[config.mk]
export PLATFORM = sky130hd
export DESIGN_NAME = loudness_segment_detector
export DESIGN_NICKNAME = d
export VERILOG_FILES = /design/src/rtl/lsd_pkg.sv /design/src/rtl/loudness_segment_detector.sv /design/src/rtl/lsd_cfg.sv /design/src/rtl/lsd_core.sv /design/src/rtl/lsd_outq.sv
export SDC_FILE = /design/constraint.sdc
export NUM_CORES = 1
export LEC_CHECK = 0
export BUFFER_PORTS_ARGS = -buffer_cell sky130_fd_sc_hd__buf_2
export CORE_UTILIZATION = 55
export CTS_BUF_LIST = sky130_fd_sc_hd__clkbuf_16
export DETAILED_ROUTE_END_ITERATION = 8
export GPL_ROUTABILITY_DRIVEN = 0
export PLACE_DENSITY = 0.8
export SLEW_MARGIN = 20
export SYNTH_ARGS = -nofsm -noshare
export SYNTH_HDL_FRONTEND = slang
export SYNTH_SLANG_ARGS = --single-unit
[constraint.sdc]
create_clock -name i_clk -period 40 [get_ports i_clk]
set_clock_uncertainty 0.1 [all_clocks]
set_input_delay 6 -clock i_clk [delete_from_list [all_inputs] [get_ports i_clk]]
set_output_delay 6 -clock i_clk [all_outputs]
set_load 0.005 [all_outputs]
[src/rtl/lsd_pkg.sv]
// Shared types, register codes and reset values for the loudness segment detector.
package lsd_pkg;

    localparam int LSD_POS_BITS  = 32;
    localparam int LSD_MAX_CHUNK = 4096;
    localparam int LSD_LOUD_W    = 16;
    localparam int LSD_FRAMES_W  = 13;
    localparam int LSD_SEG_W     = 32;
    localparam int LSD_CFG_W     = 32;
    localparam int LSD_CFG_IDX_W = 2;
    localparam int LSD_OQ_DEPTH  = 4;

    localparam logic signed [LSD_LOUD_W-1:0] LSD_ATTACK_RST  = -16'sd7424;
    localparam logic signed [LSD_LOUD_W-1:0] LSD_RELEASE_RST = -16'sd8704;
    localparam logic [LSD_CFG_W-1:0]         LSD_MIN_GAP_RST    = 32'd24000;
    localparam logic [LSD_CFG_W-1:0]         LSD_MIN_PHRASE_RST = 32'd240000;

    typedef enum logic [LSD_CFG_IDX_W-1:0] {
        LSD_REG_ATTACK     = 2'd0,
        LSD_REG_RELEASE    = 2'd1,
        LSD_REG_MIN_GAP    = 2'd2,
        LSD_REG_MIN_PHRASE = 2'd3
    } t_reg_idx;

    typedef struct packed {
        logic signed [LSD_LOUD_W-1:0] attack_lvl;
        logic signed [LSD_LOUD_W-1:0] release_lvl;
        logic [LSD_CFG_W-1:0]         min_gap;
        logic [LSD_CFG_W-1:0]         min_phrase;
    } t_cfg;

    typedef struct packed {
        logic [LSD_SEG_W-1:0] seg_start;
        logic [LSD_SEG_W-1:0] seg_end;
        logic                 last;
    } t_result;

    // Up to two results per request, packed so that v1 implies v0.
    typedef struct packed {
        logic    v0;
        t_result r0;
        logic    v1;
        t_result r1;
    } t_push;

endpackage

[src/rtl/loudness_segment_detector.sv]
// Top level: loud region detector with gap merge and minimum length filter.
//
//  channel  | direction | handshake               | payload
//  s_axis   | in        | tvalid/tready           | tdata, tuser, tlast (one chunk)
//  m_axis   | out       | tvalid/tready           | tdata, tlast (one region)
//  cfg      | in        | i_cfg_we, no wait       | i_cfg_addr, i_cfg_wdata
//
// A chunk request is taken when tvalid and tready meet, and its regions (zero to
// two) land in the result queue at the edge that takes it; one chunk per cycle while
// the queue has room for two results, so the output port's drain rate sets the pace.
// Reset (synchronous, active low) clears position, detector state and queue,
// and loads the default levels and thresholds. A stalled output backs up into
// the four-entry queue and then drops s_axis_tready.
module loudness_segment_detector import lsd_pkg::*; #(
    parameter int POS_BITS = LSD_POS_BITS
) (
    input  logic                     i_clk,
    input  logic                     i_rst_n,
    input  logic                     s_axis_tvalid,
    output logic                     s_axis_tready,
    input  logic [31:0]              s_axis_tdata,  // loudness[15:0], chunk_frames[28:16]
    input  logic                     s_axis_tuser,  // loudness_valid[0]
    input  logic                     s_axis_tlast,  // end_of_stream
    output logic                     m_axis_tvalid,
    input  logic                     m_axis_tready,
    output logic [63:0]              m_axis_tdata,  // seg_start[31:0], seg_end[63:32]
    output logic                     m_axis_tlast,  // last_of_run
    input  logic                     i_cfg_we,
    input  logic [LSD_CFG_IDX_W-1:0] i_cfg_addr,
    input  logic [LSD_CFG_W-1:0]     i_cfg_wdata
);

    t_cfg    w_cfg;
    t_push   w_push;
    t_result w_head;
    logic    w_acc;
    logic    w_space;

    assign s_axis_tready = w_space;
    assign w_acc         = s_axis_tvalid & w_space;

    lsd_cfg u_cfg (
        .i_clk   (i_clk),
        .i_rst_n (i_rst_n),
        .i_we    (i_cfg_we),
        .i_idx   (i_cfg_addr),
        .i_wdata (i_cfg_wdata),
        .o_cfg   (w_cfg)
    );

    lsd_core #(
        .POS_BITS (POS_BITS)
    ) u_core (
        .i_clk        (i_clk),
        .i_rst_n      (i_rst_n),
        .i_acc        (w_acc),
        .i_loud       (s_axis_tdata[LSD_LOUD_W-1:0]),
        .i_loud_valid (s_axis_tuser),
        .i_frames     (s_axis_tdata[LSD_LOUD_W +: LSD_FRAMES_W]),
        .i_eos        (s_axis_tlast),
        .i_cfg        (w_cfg),
        .o_push       (w_push)
    );

    lsd_outq u_outq (
        .i_clk   (i_clk),
        .i_rst_n (i_rst_n),
        .i_push  (w_push),
        .i_ready (m_axis_tready),
        .o_valid (m_axis_tvalid),
        .o_space (w_space),
        .o_head  (w_head)
    );

    assign m_axis_tdata = {w_head.seg_end, w_head.seg_start};
    assign m_axis_tlast = w_head.last;

endmodule

[src/rtl/lsd_cfg.sv]
// Configuration register file: levels and frame thresholds.
module lsd_cfg import lsd_pkg::*; (
    input  logic                     i_clk,
    input  logic                     i_rst_n,
    input  logic                     i_we,
    input  logic [LSD_CFG_IDX_W-1:0] i_idx,
    input  logic [LSD_CFG_W-1:0]     i_wdata,
    output t_cfg                     o_cfg
);

    t_cfg r_cfg;

    always_ff @(posedge i_clk) begin
        if (!i_rst_n) begin
            r_cfg.attack_lvl  <= LSD_ATTACK_RST;
            r_cfg.release_lvl <= LSD_RELEASE_RST;
            r_cfg.min_gap     <= LSD_MIN_GAP_RST;
            r_cfg.min_phrase  <= LSD_MIN_PHRASE_RST;
        end else if (i_we) begin
            unique case (t_reg_idx'(i_idx))
                LSD_REG_ATTACK:     r_cfg.attack_lvl  <= i_wdata[LSD_LOUD_W-1:0];
                LSD_REG_RELEASE:    r_cfg.release_lvl <= i_wdata[LSD_LOUD_W-1:0];
                LSD_REG_MIN_GAP:    r_cfg.min_gap     <= i_wdata;
                LSD_REG_MIN_PHRASE: r_cfg.min_phrase  <= i_wdata;
            endcase
        end
    end

    assign o_cfg = r_cfg;

endmodule

[src/rtl/lsd_core.sv]
// Detector state: frame position, hysteresis, gap merge and length filter.
module lsd_core import lsd_pkg::*; #(
    parameter int POS_BITS = LSD_POS_BITS
) (
    input  logic                         i_clk,
    input  logic                         i_rst_n,
    input  logic                         i_acc,
    input  logic signed [LSD_LOUD_W-1:0] i_loud,
    input  logic                         i_loud_valid,
    input  logic [LSD_FRAMES_W-1:0]      i_frames,
    input  logic                         i_eos,
    input  t_cfg                         i_cfg,
    output t_push                        o_push
);

    localparam int CMP_W = (POS_BITS > LSD_SEG_W) ? POS_BITS : LSD_SEG_W;

    logic [POS_BITS-1:0] r_pos, n_pos;
    logic                r_active, n_active;
    logic [POS_BITS-1:0] r_open_start, n_open_start;
    logic                r_pend_v, n_pend_v;
    logic [POS_BITS-1:0] r_pend_start, n_pend_start;
    logic [POS_BITS-1:0] r_pend_end, n_pend_end;

    logic [LSD_FRAMES_W-1:0] w_frames;
    logic [POS_BITS:0]       w_sum;
    logic [POS_BITS-1:0]     w_pos;
    logic                    w_open, w_close, w_active1, w_reg_v;
    logic [POS_BITS-1:0]     w_open_start1, w_gap, w_len_old, w_len_new;
    logic                    w_merge, w_old_ok, w_out1_v, w_out2_v;
    logic                    w_pv2;
    logic [POS_BITS-1:0]     w_ps2, w_pe2;
    t_result                 w_res1, w_res2;

    // Clamp the chunk, then advance the position with saturation.
    assign w_frames = (int'(i_frames) > LSD_MAX_CHUNK) ?
                      LSD_FRAMES_W'(LSD_MAX_CHUNK) : i_frames;
    assign w_sum    = {1'b0, r_pos} + (POS_BITS+1)'(w_frames);
    assign w_pos    = w_sum[POS_BITS] ? '1 : w_sum[POS_BITS-1:0];

    always_comb begin
        w_open  = i_loud_valid && !r_active &&
                  ($signed(i_loud) >= $signed(i_cfg.attack_lvl));
        w_close = i_loud_valid && r_active &&
                  ($signed(i_loud) < $signed(i_cfg.release_lvl));
        w_active1     = w_open | (r_active & ~w_close);
        w_open_start1 = w_open ? w_pos : r_open_start;

        // A region closes on release, or at end of stream while still open.
        w_reg_v = w_close | (i_eos & w_active1);

        w_gap     = (w_open_start1 >= r_pend_end) ? (w_open_start1 - r_pend_end) : '0;
        w_merge   = r_pend_v && (CMP_W'(w_gap) < CMP_W'(i_cfg.min_gap));
        w_len_old = r_pend_end - r_pend_start;
        w_old_ok  = CMP_W'(w_len_old) >= CMP_W'(i_cfg.min_phrase);
        w_out1_v  = w_reg_v & r_pend_v & ~w_merge & w_old_ok;

        if (w_reg_v) begin
            w_pv2 = 1'b1;
            w_ps2 = w_merge ? r_pend_start : w_open_start1;
            w_pe2 = w_pos;
        end else begin
            w_pv2 = r_pend_v;
            w_ps2 = r_pend_start;
            w_pe2 = r_pend_end;
        end
        w_len_new = w_pe2 - w_ps2;
        w_out2_v  = i_eos & w_pv2 & (CMP_W'(w_len_new) >= CMP_W'(i_cfg.min_phrase));

        w_res1.seg_start = LSD_SEG_W'(r_pend_start);
        w_res1.seg_end   = LSD_SEG_W'(r_pend_end);
        w_res1.last      = ~w_out2_v;
        w_res2.seg_start = LSD_SEG_W'(w_ps2);
        w_res2.seg_end   = LSD_SEG_W'(w_pe2);
        w_res2.last      = 1'b1;

        // Pack so the first valid result sits in slot 0.
        if (w_out1_v) begin
            o_push.v0 = i_acc;
            o_push.r0 = w_res1;
            o_push.v1 = i_acc & w_out2_v;
            o_push.r1 = w_res2;
        end else begin
            o_push.v0 = i_acc & w_out2_v;
            o_push.r0 = w_res2;
            o_push.v1 = 1'b0;
            o_push.r1 = w_res2;
        end

        if (i_eos) begin
            n_pos        = '0;
            n_active     = 1'b0;
            n_open_start = '0;
            n_pend_v     = 1'b0;
            n_pend_start = '0;
            n_pend_end   = '0;
        end else begin
            n_pos        = w_pos;
            n_active     = w_active1;
            n_open_start = w_open_start1;
            n_pend_v     = w_pv2;
            n_pend_start = w_ps2;
            n_pend_end   = w_pe2;
        end
    end

    always_ff @(posedge i_clk) begin
        if (!i_rst_n) begin
            r_pos        <= '0;
            r_active     <= 1'b0;
            r_open_start <= '0;
            r_pend_v     <= 1'b0;
            r_pend_start <= '0;
            r_pend_end   <= '0;
        end else if (i_acc) begin
            r_pos        <= n_pos;
            r_active     <= n_active;
            r_open_start <= n_open_start;
            r_pend_v     <= n_pend_v;
            r_pend_start <= n_pend_start;
            r_pend_end   <= n_pend_end;
        end
    end

`ifndef SYNTHESIS
    a_eos_clears: assert property (@(posedge i_clk) disable iff (!i_rst_n)
        (i_acc && i_eos) |=> (!r_pend_v && !r_active && r_pos == '0))
        else $error("state not cleared after end of stream");

    a_pend_order: assert property (@(posedge i_clk) disable iff (!i_rst_n)
        r_pend_v |-> (r_pend_end >= r_pend_start))
        else $error("pending region ends before it starts");

    a_two_results: assert property (@(posedge i_clk) disable iff (!i_rst_n)
        o_push.v1 |-> (o_push.v0 && !o_push.r0.last && o_push.r1.last))
        else $error("two results without proper packing or last marks");
`endif

endmodule

[src/rtl/lsd_outq.sv]
// Result queue: takes up to two results a cycle, hands out one.
module lsd_outq import lsd_pkg::*; (
    input  logic    i_clk,
    input  logic    i_rst_n,
    input  t_push   i_push,
    input  logic    i_ready,
    output logic    o_valid,
    output logic    o_space,
    output t_result o_head
);

    localparam int DEPTH = LSD_OQ_DEPTH;
    localparam int PTR_W = $clog2(DEPTH);
    localparam int CNT_W = $clog2(DEPTH + 1);

    t_result          r_mem [DEPTH];
    logic [PTR_W-1:0] r_wr, r_rd;
    logic [CNT_W-1:0] r_count;
    logic [CNT_W-1:0] w_npush;
    logic             w_pop;

    assign w_npush = CNT_W'(i_push.v0) + CNT_W'(i_push.v1);
    assign w_pop   = o_valid & i_ready;
    assign o_valid = (r_count != '0);
    // Keep room for the two results one request may bring.
    assign o_space = (r_count <= CNT_W'(DEPTH - 2));
    assign o_head  = r_mem[r_rd];

    always_ff @(posedge i_clk) begin
        if (i_push.v0) begin
            r_mem[r_wr] <= i_push.r0;
        end
        if (i_push.v1) begin
            r_mem[r_wr + PTR_W'(1)] <= i_push.r1;
        end
    end

    always_ff @(posedge i_clk) begin
        if (!i_rst_n) begin
            r_wr    <= '0;
            r_rd    <= '0;
            r_count <= '0;
        end else begin
            r_wr    <= r_wr + PTR_W'(w_npush);
            r_rd    <= r_rd + PTR_W'(w_pop);
            r_count <= r_count + w_npush - CNT_W'(w_pop);
        end
    end

`ifndef SYNTHESIS
    a_no_overflow: assert property (@(posedge i_clk) disable iff (!i_rst_n)
        r_count <= CNT_W'(DEPTH))
        else $error("result queue overflow");

    a_pair_fits: assert property (@(posedge i_clk) disable iff (!i_rst_n)
        (i_push.v0 && i_push.v1) |-> (r_count <= CNT_W'(DEPTH - 2)))
        else $error("two results pushed without room");

    a_pop_count: assert property (@(posedge i_clk) disable iff (!i_rst_n)
        (w_pop && !i_push.v0) |=> (r_count == $past(r_count) - CNT_W'(1)))
        else $error("queue count wrong after pop");
`endif

endmodule
# Word level (Yosys, flattened, before mapping)
# Memory sizes are Yosys's and may differ from the RTL's. A register that Yosys moved wholly into a read port is not among the register bits.
# Index checks and enable logic that the tools add are counted.
[totals]
n_memories = 1
ram_bits = 260
register_bits = 233
in_bits = 73
wordCells = 82
out_inout_bits = 67
[op_classes]
eq_ne = 3
magnitude_cmp = 8
add_sub_neg = 10
n_reduce_logical = 12
n_mux = 20
n_bitwise = 15
[mem_list]
columns = ["name", "depth", "word_bits", "rd", "rd_clocked_by_memory_dff", "write_ports", "line_no", "source"]
rows = [
  ["u_outq.r_mem", 4, 65, 1, 1, 2, "lsd_outq.sv:16", "t_result r_mem [DEPTH];"],
]
[ops]
columns = ["op", "count"]
rows = [
  ["32-bit 2-to-1 mux", 10],
  ["132-bit 2-to-1 mux", 1],
  ["32-bit >= comparator", 3],
  ["32-bit subtractor", 3],
  ["32-bit by 13-bit adder with 33-bit output", 1],
  ["32-bit less-than comparator", 1],
  ["16-bit >= comparator", 1],
  ["16-bit less-than comparator", 1],
  ["13-bit greater-than comparator, second input constant", 1],
  ["13-bit 2-to-1 mux", 1],
  ["1-bit bitwise AND", 10],
  ["2-bit AND reduction", 4],
  ["1-bit 2-to-1 mux", 7],
  ["1-bit logical AND", 5],
  ["2-bit == test, second input constant", 2],
  ["3-bit adder", 1],
  ["3-bit by 2-bit <= comparator with 1-bit output, second input constant", 1],
  ["1-bit NOT", 3],
  ["3-bit nonzero test", 1],
  ["3-bit by 1-bit subtractor with 3-bit output", 1],
  ["1-bit by 1-bit adder with 2-bit output", 1],
  ["2-bit by 1-bit adder with 2-bit output", 1],
  ["2-bit by 1-bit adder with 2-bit output, second input constant", 1],
  ["2-bit adder", 1],
  ["5 further kinds", 6],
]

# Logic depth before layout (Yosys ltp)
# Gate-level depths: netlist (run 1).
[logic_depth]
depth_word = 19
ltp_mapped = 61
ltp_nobuf = 58

# Cells and area by module
# From an unflattened synthesis (run 1), not the netlist that was laid out.
[unflattened]
cells_unflattened = 3128
area_unflattened_um2 = 32945.3
[by_module_without_submodules]
columns = ["mod", "seq_area_each_um2", "cells_each", "instances", "area_per_inst_um2"]
rows = [
  ["lsd_core", 2602.5, 2087, 1, 16150.5],
  ["lsd_outq", 7947.6, 671, 1, 13068.8],
  ["lsd_cfg", 1921.8, 369, 1, 3719.8],
  ["loudness_segment_detector", 0.0, 1, 1, 6.3],
]

# Worst setup path after synthesis (run 1)
# Ideal clock, no wire load.
[synth_timing]
path_type = "input to register"
start = "in s_axis_tdata[28]"
end = "mem u_outq.r_mem[1][10] (netlist bit) (enable)"
setup_time_ns = 0.583
arrival_time_ns = 21.262
t_required_ns = 39.317
n_path_buf = 4
slack_ns = 18.054
stages = 49
path_cell_list = "clkbuf_1 -> nor2b_1 -> ha_1 -> fa_1 -> a21oi_1 -> o221a_2 -> o21ai_0 -> nand4_1 -> clkbuf_1 -> o21ai_0 -> mux2_2 -> ha_1 -> and4_1 -> a211oi_1 -> nand3_1 -> and3_1 -> nor4_1 -> clkbuf_1 -> [13 not listed] -> fa_1 -> nor2b_1 -> o31a_1 -> o32ai_1 -> a21oi_1 -> o21ai_0 -> o311a_1 -> nor3_1 -> a221oi_1 -> xnor2_1 -> ha_1 -> nand4_1 -> nor4bb_1 -> o311a_1 -> o21ai_0 -> a21oi_1 -> o21ai_0 -> a21boi_0"
[synth_rtl]
columns = ["item", "line_no", "source"]
rows = [
  ["start, declared", "loudness_segment_detector.sv:21", "input logic [31:0] s_axis_tdata,"],
  ["end, declared", "lsd_outq.sv:16", ""],
]

==> results.py, run 1 <==
metrics = {
    "power_and_ir_drop": {
        "seqPwrFrac_pct": 34.8,
        "swShare_pct": 35.5,
        "switchingPower_w": 0.000566,
        "clkPwrFrac_pct": 28.5,
        "powerDensity_nw_per_um2": 46.1,
        "leakage_nw": 13.0,
        "ir_drop_mv": 0.0395,
        "comb_power_share_pct": 36.8,
        "p_int_w": 0.00103,
    },
    "setup_path": {
        "critPathSlowestCell": "a21oi_4",
        "cpPeakStageDelay_ps": 980,
        "path_class": "in -> reg",
        "start_kind": "input port",
        "cp.required_ps": 40160,
        "r2r-end": "u_outq.r_mem[3][59]$_DFFE_PP_",
        "critPathCaptureType": "flip-flop",
        "worst_r2r_path_depth": 51,
        "r2r_slack_ps": 22330,
        "arrival_ps": 23300,
        "reg2reg_from": "u_core.r_pos[0]$_SDFFE_PN0P_",
        "cp_max_fo": 39,
        "cp-startpoint": "s_axis_tdata[28]",
    },
    "hold_path": {
        "whs_endpoint": "u_cfg.o_cfg[22]$_SDFFE_PN0P_",
        "hold_depth": 2,
        "hp-class": "reg -> reg",
        "hp-start": "u_cfg.o_cfg[22]$_SDFFE_PN0P_",
    },
    "floorplan": {
        "die_w_um": 242,
        "core_sq_um": 56600,
        "fp-row-count": 87,
        "die_height_um": 242,
        "die-area_sq_um": 58500,
        "ioPinCount": 140,
        "initial_utilization_pct": 55.9,
    },
    "synth": {
        "syn_area_per_cell_sq_um": 9.62,
        "synth-simple-area-share_pct": 14.6,
        "mappedNetlistNets": 3606,
        "synth_seq_cells": 493,
        "synth_area_sq_um": 31700,
        "synth_cells": 3289,
        "synthAdderAreaFrac_pct": 9.76,
        "synth_top_family_by_area": "compound AO/OA/AOI/OAI gates",
        "synthMuxAreaShare_pct": 6.83,
        "yosys.area_share.xor_xnor_pct": 2.82,
        "synth_compound_area_share_pct": 21.5,
        "ys_warn_count": 0,
        "synth_flop_cell": "edfxtp_1",
        "synth.distinct_cells": 101,
        "synth_seq_area_share_pct": 39.3,
        "synth_edf_count": 256,
        "async_reset_ff_share_pct": 0,
    },
    "global_routing": {
        "grt-ovfl-total": 0,
        "grt_pass1_wl_um": 152000,
        "grt_start_max_net_pins": 102,
        "grt_usage_pct": 33.8,
        "grt_pass1_vias": 25350,
        "antenna_found_initial": 4,
    },
    "layout": {
        "fillers": 4738,
        "drive_gt1_share_pct": 13.4,
        "layout_commonest_cell": "nand2_1",
        "area_delta_synth_final_pct": 9.20,
        "layout.cells.non_filler": 4151,
        "nNetsFinal": 3668,
        "final_cell_mix": "452 x nand2_1, 256 x edfxtp_1, 240 x inv_1, 239 x ha_1, 235 x dfxtp_1",
    },
    "cts": {
        "clkTransAtPathRegs_ps": 60,
        "cts-root-buf": "clkbuf_16",
        "cts_buffer_depth": 3,
        "cts.htree.levels": 2,
        "clock-sinks": 493,
        "numCtsBuffers": 51,
        "cts_tree": "yes",
        "clk-insertion-delay-late_ps": 640,
        "cts_hold_buf": 0,
        "cts_setup_buffers": 0,
        "cts_resized": 0,
    },
    "sta": {
        "timing.hold.ws_ps": 364,
        "setup_viol": 0,
        "relSlewSlack_pct": 20.7,
        "worst_pin_slew_ps": 1180,
        "fin_tns_setup_ps": 0,
        "fmax_mhz": 43.2,
        "slew_viol_final": 0,
        "fin_crit_sh_pct": 57.8,
        "rsz0062_at_grt": "false",
        "finalHoldViolations": 0,
        "fin_crit_ps": 23140,
    },
    "flow_run": {
        "maxCapViolCount": 0,
    },
    "drt": {
        "dr.pass1.iters": 9,
        "ant_nets": 0,
        "wire_per_inst_um": 24.3,
        "drc_errors": 0,
        "wirelength_um": 101000,
        "drt-vias-per-instance": 6.51,
        "drt-initial-drc-count": 3817,
        "dr_total_vias": 27003,
    },
    "placed_design": {
        "portBuffers": 136,
        "place_inst": 4054,
        "dp_hpwl_um": 72600,
    },
    "status": {
        "status": "completed",
    },
}
==> critical path: cells and delay by family <==
kind,cells,cell delay (ps)
muxes,1,330
buffers and inverters,5,1800
AOI/OAI and AO/OA,24,7920
xor gates and xnor gates,2,310
adders and majority gates,7,2280
and+or+nand+nor,14,4540
==> cell usage after synthesis, types with 34 or more instances <==
library cell	count	area, sq um
o2bb2ai_1	59	517
inv_1	226	848
nand2_1	453	1700
dfxtp_1	237	4740
edfxtp_1	256	7690
a21o_1	59	443
nor2_1	129	484
a21oi_1	133	666
mux4_2	65	1460
buf_2	34	170
o21ai_0	169	846
nor3_1	36	180
a22oi_1	57	428
ha_1	239	2990
o22ai_1	35	219
clkbuf_1	103	387
a22o_1	49	429
xor2_1	37	324
a21boi_0	97	728
xnor2_1	65	569
o21ai_1	51	255
nor2b_1	89	557
nand3_1	49	245
and2_1	55	344
o211ai_1	40	300
==> flip-flops by register name, summed over array words and instances (netlist names) <==
name                 count
u_outq.r_rd              2
u_outq.r_wr              2
u_core.r_pend_start     32
u_outq.r_mem           260
u_outq.r_count           3
u_core.r_open_start     32
u_core.r_pend_v          1
u_core.r_pend_end       32
u_cfg.o_cfg             96
u_core.r_active          1
u_core.r_pos            32
==> power groups by stage <==
stage | clock network [W] | logic [W] | registers, W
after global placement | 0 | 0.000555 | 0.000564
final | 0.000454 | 0.000586 | 0.000554
after CTS | 0.000455 | 0.000573 | 0.000554
after detailed placement | 0 | 0.000567 | 0.000565
after global routing | 0.000475 | 0.000633 | 0.000556
after floorplan | 0 | 0.000412 | 0.000556
==> cell type report <==
type	instances	area, sq um	share of cell area (%)
flip-flops and latches	493	12400	36.0
repair buffers	182	1040	3.00
well taps	756	946	2.74
inverters	226	848	2.45
clock inverters	45	294	0.851
multi-input cells	2397	17700	51.3
clock buffers	51	1280	3.69
diodes	1	2.50	0.00724
==> layer usage <==
layer	track usage (%)	wire length, um
met1	43.5	37100
met2	50.6	43500
met3	9.49	13400
met4	20.3	7100
met5	0	27
==> logic make-up after synthesis <==
group	Yosys count
xor gates and xnor gates	102
DFF	493
AOI/OAI and AO/OA	968
buffers and inverters	399
muxes	119
and+or+nand+nor	964
adders and majority gates	244
==> worst max path at each step <==
stage / to / cells past startpoint
2_1_floorplan: u_outq.r_mem[1][10]$_DFFE_PP_ / 49
3_3_place_gp: u_outq.r_mem[3][59]$_DFFE_PP_ / 53
6_report: u_outq.r_mem[3][59]$_DFFE_PP_ / 53
5_1_grt: u_outq.r_mem[3][59]$_DFFE_PP_ / 53
4_1_cts: u_outq.r_mem[3][1]$_DFFE_PP_ / 53
3_5_place_dp: u_outq.r_mem[3][59]$_DFFE_PP_ / 53
==> stage by stage <==
step | utilization (%) | area [sq um] | power (W) | worst slack, ps
after floorplan | - | 31700 | 0.000968 | 18050
after global placement | 58.3 | 33000 | 0.00112 | 17020
after detailed placement | 58.3 | 33000 | 0.00113 | 16910
after CTS | 61.1 | 34600 | 0.00158 | 17470
after global routing | 61.1 | 34600 | 0.00166 | 16170
final | 61.1 | 34600 | 0.00159 | 16860
Power figures use the tool's default switching activity.
==> run 2: changes to the inputs <==
--- a/config.mk
+++ b/config.mk
@@ -10,7 +10,7 @@
 export CTS_BUF_LIST = sky130_fd_sc_hd__clkbuf_16
 export DETAILED_ROUTE_END_ITERATION = 8
 export GPL_ROUTABILITY_DRIVEN = 0
-export PLACE_DENSITY = 0.8
+export PLACE_DENSITY = 0.83
 export SLEW_MARGIN = 20
 export SYNTH_ARGS = -nofsm -noshare
 export SYNTH_HDL_FRONTEND = slang
==> constraint.sdc (replaced) <==
create_clock -name i_clk -period 20.7 [get_ports i_clk]
set_clock_uncertainty 0.1 [all_clocks]
set_input_delay 3.105 -clock i_clk [delete_from_list [all_inputs] [get_ports i_clk]]
set_output_delay 3.105 -clock i_clk [all_outputs]
set_load 0.005 [all_outputs]
==> results.py, run 2 (synthesized netlist as in run 1, its figures left out) <==
metrics = {
    "status": {
        "status": "completed",
    },
    "global_routing": {
        "grt_pass1_vias": 25653,
        "grt_usage_pct": 34.3,
        "grt-ovfl-total": 0,
        "grt_pass1_wl_um": 154000,
        "antenna_found_initial": 4,
        "grt_start_max_net_pins": 92,
    },
    "hold_path": {
        "hold_depth": 2,
        "whs_endpoint": "u_cfg.o_cfg[81]$_SDFFE_PN0P_",
        "hp-class": "reg -> reg",
        "hp-start": "u_cfg.o_cfg[81]$_SDFFE_PN0P_",
    },
    "cts": {
        "cts.htree.levels": 2,
        "cts_tree": "yes",
        "clock-sinks": 493,
        "cts_buffer_depth": 3,
        "clk-insertion-delay-late_ps": 620,
        "cts_resized": 0,
        "clkTransAtPathRegs_ps": 60,
        "cts_setup_buffers": 0,
        "cts_hold_buf": 0,
        "numCtsBuffers": 53,
        "cts-root-buf": "clkbuf_16",
    },
    "placed_design": {
        "dp_hpwl_um": 72100,
        "portBuffers": 136,
        "placed_cell_area_sq_um": 33100,
    },
    "sta": {
        "fin_crit_ps": 19010,
        "fmax_mhz": 52.6,
        "finalHoldViolations": 0,
        "fin_crit_sh_pct": 91.8,
        "setup_viol": 0,
        "slew_viol_final": 0,
        "relSlewSlack_pct": 14.5,
        "rsz0062_at_grt": "false",
        "timing.hold.ws_ps": 365,
        "worst_pin_slew_ps": 1280,
        "fin_tns_setup_ps": 0,
    },
    "power_and_ir_drop": {
        "swShare_pct": 35.0,
        "leakage_nw": 13.1,
        "powerDensity_nw_per_um2": 89.3,
        "comb_power_share_pct": 36.1,
        "seqPwrFrac_pct": 34.7,
        "switchingPower_w": 0.00109,
        "clkPwrFrac_pct": 29.3,
        "p_int_w": 0.00202,
        "ir_drop_mv": 0.116,
        "power_w": 0.00310,
    },
    "drt": {
        "ant_nets": 0,
        "wirelength_um": 102000,
        "wire_per_inst_um": 24.6,
        "dr.pass1.iters": 6,
        "drt-vias-per-instance": 6.57,
        "drc_errors": 0,
        "drt-initial-drc-count": 3964,
        "dr_total_vias": 27384,
    },
    "floorplan": {
        "core_sq_um": 56600,
        "die_height_um": 242,
        "initial_utilization_pct": 55.9,
        "fp-row-count": 87,
        "die-area_sq_um": 58500,
        "die_w_um": 242,
        "ioPinCount": 140,
    },
    "setup_path": {
        "r2r_slack_ps": 4210,
        "arrival_ps": 19420,
        "crit_path_frequent_cell": "ha_1",
        "cp_max_fo": 32,
        "cpPeakStageDelay_ps": 890,
        "critPathCaptureType": "flip-flop",
        "start_kind": "input port",
        "reg2reg_from": "u_core.r_pos[0]$_SDFFE_PN0P_",
        "cp.required_ps": 21110,
        "path_class": "in -> reg",
        "r2r-end": "u_outq.r_count[2]$_SDFF_PN0_",
        "critPathSlowestCell": "a21boi_0",
        "worst_r2r_path_depth": 54,
    },
    "layout": {
        "area_delta_synth_final_pct": 9.78,
        "largest_register": "u_outq.r_mem",
        "final_util_pct": 61.4,
        "fillers": 4561,
        "nNetsFinal": 3681,
        "final_cell_mix": "452 x nand2_1, 256 x edfxtp_1, 239 x ha_1, 237 x inv_1, 235 x dfxtp_1",
        "drive_gt1_share_pct": 13.8,
        "final_area_sq_um": 34700,
        "layout_commonest_cell": "nand2_1",
        "largest_reg_flops": 260,
    },
    "flow_run": {
        "maxCapViolCount": 0,
    },
}
## run 2: final cells by class
type                    instances  area (sq um)  area share [%]
diodes                          2          5.00          0.0144
clock buffers                  54          1350            3.89
clock inverters                44           290           0.835
inverters                     226           848            2.44
multi-input cells            2397         17700            51.0
flip-flops and latches        493         12400            35.8
well taps                     756           946            2.72
repair buffers                193          1140            3.29
## run 2: worst max path at each step
stage | from | to | cells after the start
4_1_cts | s_axis_tdata[28] | u_outq.r_count[2]$_SDFF_PN0_ | 56
2_1_floorplan | s_axis_tdata[28] | u_outq.r_mem[1][10]$_DFFE_PP_ | 49
5_1_grt | s_axis_tdata[28] | u_outq.r_count[2]$_SDFF_PN0_ | 56
3_3_place_gp | s_axis_tdata[28] | u_outq.r_count[2]$_SDFF_PN0_ | 56
3_5_place_dp | s_axis_tdata[28] | u_outq.r_count[2]$_SDFF_PN0_ | 56
6_report | s_axis_tdata[28] | u_outq.r_count[2]$_SDFF_PN0_ | 56
## run 2: worst max-delay path: cells and delay by family
family                   cells  cell delay (ps)
AND/OR/NAND/NOR             16             4200
AO/OA/AOI/OAI               22             7300
adder cells (fa/ha/maj)      9             2890
buffers and inverters        7             1550
XOR/XNOR                     2              290
## run 2: stage by stage
step           setup WS (ps)  std cells
2_1_floorplan           1650       3289
3_3_place_gp            2110       4064
3_5_place_dp            1980       4064
4_1_cts                 2440       4162
5_1_grt                  877       4164
6_report                1690       4165
## run 2: power groups by stage
stage / Clock (W) / Combinational, W / Sequential, W
6_report: 0.000907 / 0.00112 / 0.00108
5_1_grt: 0.000946 / 0.00121 / 0.00108
4_1_cts: 0.000906 / 0.00109 / 0.00108
3_5_place_dp: 0 / 0.00107 / 0.00110
3_3_place_gp: 0 / 0.00105 / 0.00109
2_1_floorplan: 0 / 0.000792 / 0.00107
## run 2: per-layer routing
metal / global-route usage [%] / vias to the layer above / share of wire (%)
li1: - / 12231 / -
met1: 44.2 / 12906 / 37
met2: 51.1 / 1858 / 43
met3: 9.50 / 383 / 14
met4: 20.9 / 6 / 7.0
met5: 0 / - / 0.036
